==> src/ascii_decimal_list_parser_core_macros.svh <==
// ----------------------------------------------------------------------------
// Assertion macros for the ASCII decimal list parser.
// Each macro expands to a labeled concurrent assertion, or to nothing when
// SYNTH is defined.
// ----------------------------------------------------------------------------
`ifndef ASCII_DECIMAL_LIST_PARSER_CORE_MACROS_SVH
`define ASCII_DECIMAL_LIST_PARSER_CORE_MACROS_SVH

`ifndef SYNTH

// Same-cycle implication, checked at every rising edge outside reset.
`define ADLP_ASSERT_IMP(label, clk, rst_n, ante, cons) \
  label: assert property (@(posedge clk) disable iff (!(rst_n)) (ante) |-> (cons)) \
    else $error("assertion failed");

// Next-cycle implication, checked at every rising edge outside reset.
`define ADLP_ASSERT_NXT(label, clk, rst_n, ante, cons) \
  label: assert property (@(posedge clk) disable iff (!(rst_n)) (ante) |=> (cons)) \
    else $error("assertion failed");

`else

`define ADLP_ASSERT_IMP(label, clk, rst_n, ante, cons)
`define ADLP_ASSERT_NXT(label, clk, rst_n, ante, cons)

`endif

`endif

==> src/adlp_pkg.sv <==
// ----------------------------------------------------------------------------
// adlp_pkg
// Shared constants and types of the ASCII decimal list parser.
// ----------------------------------------------------------------------------
`timescale 1ns / 1ps

package adlp_pkg;

  // Number of fields kept per frame; later numbers are dropped.
  localparam int unsigned MAX_FIELDS   = 8;
  // Largest fraction digit count before it saturates.
  localparam int unsigned MAX_FRACTION = 31;
  localparam int unsigned FRAC_CAP     = (MAX_FRACTION > 31) ? 31 : MAX_FRACTION;

  // Width of the per-frame field counter, able to hold MAX_FIELDS itself.
  localparam int unsigned FIELD_W = $clog2(MAX_FIELDS + 1);

  localparam int unsigned ACC_W  = 31;
  localparam int unsigned MANT_W = 32;
  localparam int unsigned FRAC_W = 5;
  localparam int unsigned IDX_W  = 3;
  localparam int unsigned BYTE_W = 8;

  // Character codes.
  localparam logic [BYTE_W-1:0] CHAR_ZERO  = 8'h30;
  localparam logic [BYTE_W-1:0] CHAR_NINE  = 8'h39;
  localparam logic [BYTE_W-1:0] CHAR_POINT = 8'h2E;
  localparam logic [BYTE_W-1:0] CHAR_MINUS = 8'h2D;
  localparam logic [BYTE_W-1:0] CHAR_NUL   = 8'h00;

  // Reset value of the end marker register: '@'.
  localparam logic [BYTE_W-1:0] END_MARKER_RESET = 8'h40;

  // Largest mantissa magnitude.
  localparam logic [ACC_W-1:0] ACC_MAX = '1;

  // One result transaction.
  typedef struct packed {
    logic                     has_value;
    logic signed [MANT_W-1:0] mantissa;
    logic [FRAC_W-1:0]        fraction_digits;
    logic [IDX_W-1:0]         field_index;
    logic                     overflowed;
    logic                     frame_last;
  } result_t;

endpackage

==> src/adlp_parse.sv <==
// ----------------------------------------------------------------------------
// adlp_parse
// Number accumulation state and the combinational decode of one text byte
// into an optional result.
// ----------------------------------------------------------------------------
`timescale 1ns / 1ps

module adlp_parse (
  input  logic                          clk_i,
  input  logic                          rst_ni,
  input  logic                          take_i,
  input  logic [adlp_pkg::BYTE_W-1:0]   byte_i,
  input  logic [adlp_pkg::BYTE_W-1:0]   end_marker_i,
  output logic                          emit_o,
  output adlp_pkg::result_t             result_o
);

  logic [adlp_pkg::ACC_W-1:0]   acc_q, acc_d;
  logic                         neg_q, neg_d;
  logic                         point_q, point_d;
  logic [adlp_pkg::FRAC_W-1:0]  frac_q, frac_d;
  logic                         pending_q, pending_d;
  logic                         sat_q, sat_d;
  logic [adlp_pkg::FIELD_W-1:0] fields_q, fields_d;

  logic                         is_digit;
  logic                         numeric;
  logic                         closes;
  logic                         room;
  logic                         emit_value;
  logic [adlp_pkg::ACC_W+3:0]   acc_times_ten;
  logic [adlp_pkg::ACC_W+3:0]   acc_next;
  logic                         mant_ovf;
  logic [adlp_pkg::ACC_W-1:0]   acc_step;
  logic [adlp_pkg::MANT_W-1:0]  mant_signed;

  // Byte classification.
  assign is_digit = (byte_i >= adlp_pkg::CHAR_ZERO) && (byte_i <= adlp_pkg::CHAR_NINE);
  assign numeric  = is_digit || (byte_i == adlp_pkg::CHAR_POINT)
                    || (byte_i == adlp_pkg::CHAR_MINUS);
  assign closes   = (byte_i == end_marker_i) || (byte_i == adlp_pkg::CHAR_NUL);
  assign room     = fields_q < adlp_pkg::FIELD_W'(adlp_pkg::MAX_FIELDS);

  // Decimal accumulate: acc * 10 + digit, built from two shifts.
  assign acc_times_ten = {3'b000, acc_q, 1'b0} + {1'b0, acc_q, 3'b000};
  assign acc_next      = acc_times_ten + {31'd0, byte_i[3:0] - adlp_pkg::CHAR_ZERO[3:0]};
  assign mant_ovf      = acc_next > {4'd0, adlp_pkg::ACC_MAX};
  assign acc_step      = mant_ovf ? adlp_pkg::ACC_MAX : acc_next[adlp_pkg::ACC_W-1:0];

  // Two's complement of the magnitude when a minus sign was seen.
  assign mant_signed = neg_q ? (adlp_pkg::MANT_W'(0) - {1'b0, acc_q}) : {1'b0, acc_q};

  assign emit_value = !(numeric && !closes) && pending_q && room;
  assign emit_o     = !(numeric && !closes) && (closes || (pending_q && room));

  // Result fields; all but frame_last are zero when no number is carried.
  always_comb begin
    result_o                 = '0;
    result_o.frame_last      = closes;
    if (emit_value) begin
      result_o.has_value       = 1'b1;
      result_o.mantissa        = mant_signed;
      result_o.fraction_digits = frac_q;
      result_o.field_index     = adlp_pkg::IDX_W'(fields_q);
      result_o.overflowed      = sat_q;
    end
  end

  // Next state of the number being built and the field counter.
  always_comb begin
    acc_d     = acc_q;
    neg_d     = neg_q;
    point_d   = point_q;
    frac_d    = frac_q;
    pending_d = pending_q;
    sat_d     = sat_q;
    fields_d  = fields_q;
    if (numeric && !closes) begin
      pending_d = 1'b1;
      if (point_q) begin
        if (frac_q < adlp_pkg::FRAC_W'(adlp_pkg::FRAC_CAP)) begin
          frac_d = frac_q + 1'b1;
        end else begin
          sat_d = 1'b1;
        end
      end
      if (byte_i == adlp_pkg::CHAR_MINUS) begin
        neg_d = 1'b1;
      end else if (byte_i == adlp_pkg::CHAR_POINT) begin
        point_d = 1'b1;
      end else begin
        acc_d = acc_step;
        if (mant_ovf) begin
          sat_d = 1'b1;
        end
      end
    end else begin
      if (pending_q) begin
        if (room) begin
          fields_d = fields_q + 1'b1;
        end
        acc_d     = '0;
        neg_d     = 1'b0;
        point_d   = 1'b0;
        frac_d    = '0;
        pending_d = 1'b0;
        sat_d     = 1'b0;
      end
      if (closes) begin
        fields_d = '0;
      end
    end
  end

  // State registers, updated on each accepted byte.
  always_ff @(posedge clk_i or negedge rst_ni) begin
    if (!rst_ni) begin
      acc_q     <= '0;
      neg_q     <= 1'b0;
      point_q   <= 1'b0;
      frac_q    <= '0;
      pending_q <= 1'b0;
      sat_q     <= 1'b0;
      fields_q  <= '0;
    end else if (take_i) begin
      acc_q     <= acc_d;
      neg_q     <= neg_d;
      point_q   <= point_d;
      frac_q    <= frac_d;
      pending_q <= pending_d;
      sat_q     <= sat_d;
      fields_q  <= fields_d;
    end
  end

endmodule

==> src/ascii_decimal_list_parser_core.sv <==
// ----------------------------------------------------------------------------
// ascii_decimal_list_parser_core
// Streaming parser that turns received text into signed decimal numbers with
// a fraction digit count and a field index.
// ----------------------------------------------------------------------------
// The core takes one text byte per clock cycle and can accept a byte in every
// cycle it is not stalled. A byte is decoded in the cycle it is accepted, and
// its result, if any, is on the result port at the earliest on the next cycle.
// Results pass through a two-entry output queue, so input keeps flowing while
// one result waits; the input stalls only when both queue entries hold
// results. The end marker register may be written at any time the parser is
// idle; it is always ready.
// ----------------------------------------------------------------------------
`timescale 1ns / 1ps

`include "ascii_decimal_list_parser_core_macros.svh"

module ascii_decimal_list_parser_core (
  input  logic                                clk_i,
  input  logic                                rst_ni,
  // Configuration write channel.
  input  logic                                cfg_valid_i,
  output logic                                cfg_ready_o,
  input  logic [adlp_pkg::BYTE_W-1:0]         cfg_end_marker_i,
  // Text input channel.
  input  logic                                text_valid_i,
  output logic                                text_stall_o,
  input  logic [adlp_pkg::BYTE_W-1:0]         text_byte_i,
  // Result channel.
  output logic                                result_valid_o,
  input  logic                                result_stall_i,
  output logic                                has_value_o,
  output logic signed [adlp_pkg::MANT_W-1:0]  mantissa_o,
  output logic [adlp_pkg::FRAC_W-1:0]         fraction_digits_o,
  output logic [adlp_pkg::IDX_W-1:0]          field_index_o,
  output logic                                overflowed_o,
  output logic                                frame_last_o
);

  logic [adlp_pkg::BYTE_W-1:0] end_marker_q;
  logic                        take;
  logic                        emit;
  logic                        push;
  logic                        pop;
  adlp_pkg::result_t           new_result;
  adlp_pkg::result_t           head_q, head_d;
  adlp_pkg::result_t           skid_q, skid_d;
  logic                        head_valid_q, head_valid_d;
  logic                        skid_valid_q, skid_valid_d;

  // End marker register.
  assign cfg_ready_o = 1'b1;

  always_ff @(posedge clk_i or negedge rst_ni) begin
    if (!rst_ni) begin
      end_marker_q <= adlp_pkg::END_MARKER_RESET;
    end else if (cfg_valid_i && cfg_ready_o) begin
      end_marker_q <= cfg_end_marker_i;
    end
  end

  // Input transaction and byte decode.
  assign text_stall_o = skid_valid_q;
  assign take         = text_valid_i && !text_stall_o;

  adlp_parse u_parse (
    .clk_i        (clk_i),
    .rst_ni       (rst_ni),
    .take_i       (take),
    .byte_i       (text_byte_i),
    .end_marker_i (end_marker_q),
    .emit_o       (emit),
    .result_o     (new_result)
  );

  assign push = take && emit;
  assign pop  = head_valid_q && !result_stall_i;

  // Two-entry output queue: head drives the port, skid catches overflow.
  always_comb begin
    head_d       = head_q;
    skid_d       = skid_q;
    head_valid_d = head_valid_q;
    skid_valid_d = skid_valid_q;
    if (skid_valid_q) begin
      if (pop) begin
        head_d       = skid_q;
        skid_valid_d = 1'b0;
      end
    end else if (!head_valid_q || pop) begin
      head_d       = new_result;
      head_valid_d = push;
    end else if (push) begin
      skid_d       = new_result;
      skid_valid_d = 1'b1;
    end
  end

  always_ff @(posedge clk_i or negedge rst_ni) begin
    if (!rst_ni) begin
      head_valid_q <= 1'b0;
      skid_valid_q <= 1'b0;
    end else begin
      head_valid_q <= head_valid_d;
      skid_valid_q <= skid_valid_d;
    end
  end

  always_ff @(posedge clk_i) begin
    head_q <= head_d;
    skid_q <= skid_d;
  end

  // Result port.
  assign result_valid_o    = head_valid_q;
  assign has_value_o       = head_q.has_value;
  assign mantissa_o        = head_q.mantissa;
  assign fraction_digits_o = head_q.fraction_digits;
  assign field_index_o     = head_q.field_index;
  assign overflowed_o      = head_q.overflowed;
  assign frame_last_o      = head_q.frame_last;

  // The skid entry is only ever filled behind a held head entry.
  `ADLP_ASSERT_IMP(a_skid_behind_head, clk_i, rst_ni, skid_valid_q, head_valid_q)

  // A result that does not close a frame always carries a number.
  `ADLP_ASSERT_IMP(a_value_or_last, clk_i, rst_ni, result_valid_o, has_value_o || frame_last_o)

  // An empty result has all number fields cleared.
  `ADLP_ASSERT_IMP(a_empty_is_zero, clk_i, rst_ni, result_valid_o && !has_value_o, (mantissa_o == '0) && (fraction_digits_o == '0) && (field_index_o == '0) && !overflowed_o)

  // A full queue that is drained moves the skid result to the head.
  `ADLP_ASSERT_NXT(a_skid_drain, clk_i, rst_ni, skid_valid_q && !result_stall_i, head_valid_q && !skid_valid_q)

endmodule
==> config.mk <==
export PLATFORM = sky130hd
export DESIGN_NAME = ascii_decimal_list_parser_core
export DESIGN_NICKNAME = d
export VERILOG_FILES = /design/src/adlp_pkg.sv /design/src/adlp_parse.sv /design/src/ascii_decimal_list_parser_core.sv
export VERILOG_INCLUDE_DIRS = /design/src /design/src/src
export SDC_FILE = /design/constraint.sdc
export NUM_CORES = 1
export LEC_CHECK = 0
export BUFFER_PORTS_ARGS = -buffer_cell sky130_fd_sc_hd__buf_2
export CAP_MARGIN = 20
export CORE_MARGIN = 3
export CORE_UTILIZATION = 45
export DETAILED_ROUTE_END_ITERATION = 8
export PLACE_DENSITY = 0.71
export SYNTH_ARGS = -nofsm -noshare
export SYNTH_HDL_FRONTEND = slang
export SYNTH_SLANG_ARGS = --single-unit
export TNS_END_PERCENT = 50
==> constraint.sdc <==
create_clock -name clk_i -period 3.8 [get_ports clk_i]
set_clock_uncertainty 0.1 [all_clocks]
set_input_delay 0.19 -clock clk_i [delete_from_list [all_inputs] [get_ports clk_i]]
set_output_delay 0.19 -clock clk_i [all_outputs]
set_load 0.01 [all_outputs]
==> metrics.csv <==
stage;metric;value;unit
run_status;outcome;finished, final reports clean;
global_routing;grtUsageTotal;19.2;%
synth;yosysWarnings;0;
floorplan;die_w;148;um
critical_path;crit_start;u_parse.acc_q[3]$_DFFE_PN0P_;
clock_tree;cts_tree;done;
floorplan;die_area;0.0219;mm2
routing;drtPass1Iterations;5;
critical_path;cp_top_family;compound AO/OA/AOI/OAI gates;
run;drv_cap;0;
placement;placed_area;0.00985;mm2
placement;place.gp.congestion;0.900;
power_and_ir_drop;peakVddDrop;0.000455;V
timing;slew_headroom;40.1;%
synth;yosys_most_used_dff;edfxtp_1;
timing;layout_min_cycle_time;3.62;ns
routing;drt_iter0_drc;434;
timing;tightest_slew;0.895;ns
timing;setup_tns;0;ns
synth;synth.avg_cell_area;10.0;um2
critical_path;critPathBufInv;1;
clock_tree;numCtsBuffers;17;
synth;syn_inst;901;
critical_path;timing.rr.start;u_parse.acc_q[3]$_DFFE_PN0P_;
routing;wl_per_cell;16.4;um
clock_tree;cts.sinks;140;
timing;hold_viol;0;
clock_tree;clock_latency;0.42;ns
critical_path;reg2reg_slack;0.18;ns
clock_tree;cts_setup_buffers;0;
timing;setup_viol;0;
critical_path;crit_path_top_delay_cell;dfrtp_1;
global_routing;gr-total-overflow;0;
routing;drcViolationCount;0;
critical_path;crit_type;flop to flop;
clock_tree;clockBufferDepth;2;
critical_path;worstSetupStartpointType;flop;
floorplan;die_h;148;um
global_routing;grt_pass1_vias;6959;
layout;diodes;0;
floorplan;io_pins;67;
synth;synth_seq_cells;140;
floorplan;start_util;46.2;%
synth;ys_types;80;
clock_tree;htree_levels;4;
critical_path;worstPathCellList;ha_1 > ha_1 > a21o_1 > a21oi_2 > a211oi_4 > o31a_1 > o211a_1 > a211o_1 > nor4b_4 > buf_12 > a41oi_1;
layout;drive_gt1_share;19.5;%
floorplan;rows;51;
synth;synth-edff-count;86;
placement;port_buffers;65;
power_and_ir_drop;p_leak;4.49;nW
routing;avgViaCountPerCell;5.74;
global_routing;grt_max_degree;80;
global_routing;grt_pass1_wl;34700;um
timing;fmax;0.277;GHz
critical_path;cp_data_arrival_time;3.79;ns
floorplan;core;0.0196;mm2
routing;vias;7261;
routing;wl;20800;um
synth;synthesis.area;0.00905;mm2
timing;maxSlewViolCount;0;
critical_path;cpPeakStageDelay;0.46;ns
layout;fillers;1693;
routing;ant_nets;0;
worst_hold_path;min_from;text_byte_i[7];
clock_tree;cts_root_buf;clkbuf_16;
placement;hpwl;14900;um
worst_hold_path;hold_path.class;input pin to flop;
timing;fin_crit_sh;95.1;%
synth;synthArstFlopShare;38.6;%
layout;final_util;53.8;%
layout;fin_area;0.0105;mm2
global_routing;antenna_found_initial;0;
critical_path;path_max_fanout;32;
power_and_ir_drop;total_power;7.26;mW
critical_path;cp.required;3.98;ns
synth;synthesis.nets;988;
clock_tree;path_clk_slew;0.06;ns
synth;seq_area_frac_synth;43.5;%
layout;nNetsFinal;1073;
critical_path;end_kind;flop;
timing;rsz0062_at_grt;false;
timing;finalWorstSetupSlack;0.185;ns
placement;place_ws;0.105;ns
layout;synthToLayoutAreaGrowth;16.3;%
critical_path;cpMostUsedCell;ha_1;
power_and_ir_drop;power_density;690;mW/mm2
-- state kept, by name (all words and copies together) (netlist names) --
name	flops
result_valid_o	1
u_parse.frac_q	5
u_parse.point_q	1
u_parse.sat_q	1
mantissa_o	32
u_parse.pending_q	1
overflowed_o	1
fraction_digits_o	5
field_index_o	3
frame_last_o	1
has_value_o	1
end_marker_q	8
u_parse.acc_q	31
u_parse.fields_q	4
text_stall_o	1
skid_q	43
u_parse.neg_q	1
-- cells in the final DEF, fill, tap and decap left out, types with 4 or more instances in the layout --
master	instances
a21oi_1	70
and2_1	6
xor2_1	34
inv_1	22
a21o_1	10
nand2_1	85
o21a_1	7
and3_1	13
clkbuf_16	17
o21ai_0	35
nor4_1	4
o21bai_1	6
nor3b_1	4
edfxtp_1	86
a211oi_1	9
inv_6	5
buf_2	65
a41oi_1	4
nor2b_1	4
dlygate4sd3_1	10
o31ai_1	38
buf_4	40
or3_1	8
mux2_2	21
mux2i_1	7
nand4_1	11
dfrtp_1	51
clkinvlp_4	5
o211ai_1	11
nor2_1	76
nand3_1	18
o41ai_1	6
a31oi_1	25
ha_1	63
nor3_1	9
nand2b_1	7
xnor2_1	20
-- worst min-delay path, stage by stage --
cell,delay (ns)
buf_2,0.11
nor3b_1,0.08
nand3_1,0.09
o21ai_0,0.07
-- synthesized netlist by cell type (5+ instances only) --
master / instances / share of area [%]
inv_1: 22 / 0.91
o211ai_1: 11 / 0.91
xor2_1: 34 / 3.3
o31ai_1: 38 / 3.2
nand2b_1: 7 / 0.48
o41ai_1: 6 / 0.58
edfxtp_1: 86 / 29
o21bai_1: 6 / 0.50
and2_1: 6 / 0.41
nand4_1: 11 / 0.76
a21o_1: 11 / 0.91
xnor2_1: 20 / 1.9
nor2b_1: 5 / 0.35
nand2_1: 86 / 3.6
mux2i_1: 8 / 0.88
buf_2: 7 / 0.39
dfrtp_1: 53 / 15
nand3_1: 19 / 1.1
a31oi_1: 25 / 1.7
mux2_2: 21 / 2.6
nor2_1: 77 / 3.2
o21ai_0: 36 / 2.0
ha_1: 64 / 8.8
clkbuf_1: 39 / 1.6
o21a_1: 7 / 0.58
a21oi_1: 70 / 3.9
and3_1: 14 / 0.97
nor3_1: 9 / 0.50
or3_1: 8 / 0.55
a211oi_1: 9 / 0.75
-- report_power, final --
| part | switching [mW] | internal [mW] |
|---|---|---|
| Sequential | 0.266 | 1.88 |
| Combinational | 2.18 | 1.40 |
| Clock | 0.690 | 0.855 |
-- repair_timing --
item                                    CTS  global route
hold buffers                             10             0
endpoints found under the setup margin    0            32
hold endpoints to repair                 30             0
gates resized for setup                   0             8
-- kinds of logic after synthesis --
kind of cell    Yosys count  share of synthesized area, %
xor+xnor                 54                          5.22
fa+ha+maj                66                          9.29
other cells               1                        0.0414
buf+inv                  73                          3.41
simple gates            270                          14.7
flops                   140                          43.5
mux                      29                          3.50
compound gates          268                          20.4
-- routing by layer --
layer  GRT usage [%]  share of wire, %  wire length, um  up-vias
li1                -                 -                -     3580
met1            27.1                46             9640     3429
met2            29.9                46             9500      227
met3            3.28               6.0             1250       25
met4            7.07               1.9              400        0
met5               0                 0                0        -
-- stage by stage --
stage | hold slack, ns | instances
floorplan | -0.206 | 901
global placement | 0.0735 | 1222
detailed placement | 0.0733 | 1222
CTS | 0.0511 | 1264
global route | 0.0783 | 1264
finish | 0.0554 | 1264
-- final cells by class --
cell class              count  area, um2  area share, %
repair buffers            117        766           7.27
clock inverters            15        128           1.21
flip-flops and latches    140       3940           37.4
well taps                 265        332           3.15
inverters                  22       82.6          0.784
multi-input cells         688       4860           46.2
clock buffers              17        425           4.04
-- worst paths after layout --
kind,endpoint,depth (start not counted)
min in group asynchronous,end_marker_q[7]$_DFFE_PN0P_,2
hold / removal,u_parse.neg_q$_DFFE_PN0P_,4
setup reg to reg,u_parse.acc_q[3]$_DFFE_PN0P_,11
setup / recovery,u_parse.acc_q[3]$_DFFE_PN0P_,11
hold reg to reg,mantissa_o[29]$_DFFE_PP_,2
max in group asynchronous,u_parse.acc_q[7]$_DFFE_PN0P_,3
No activity file was read; power rests on OpenSTA's default activity.
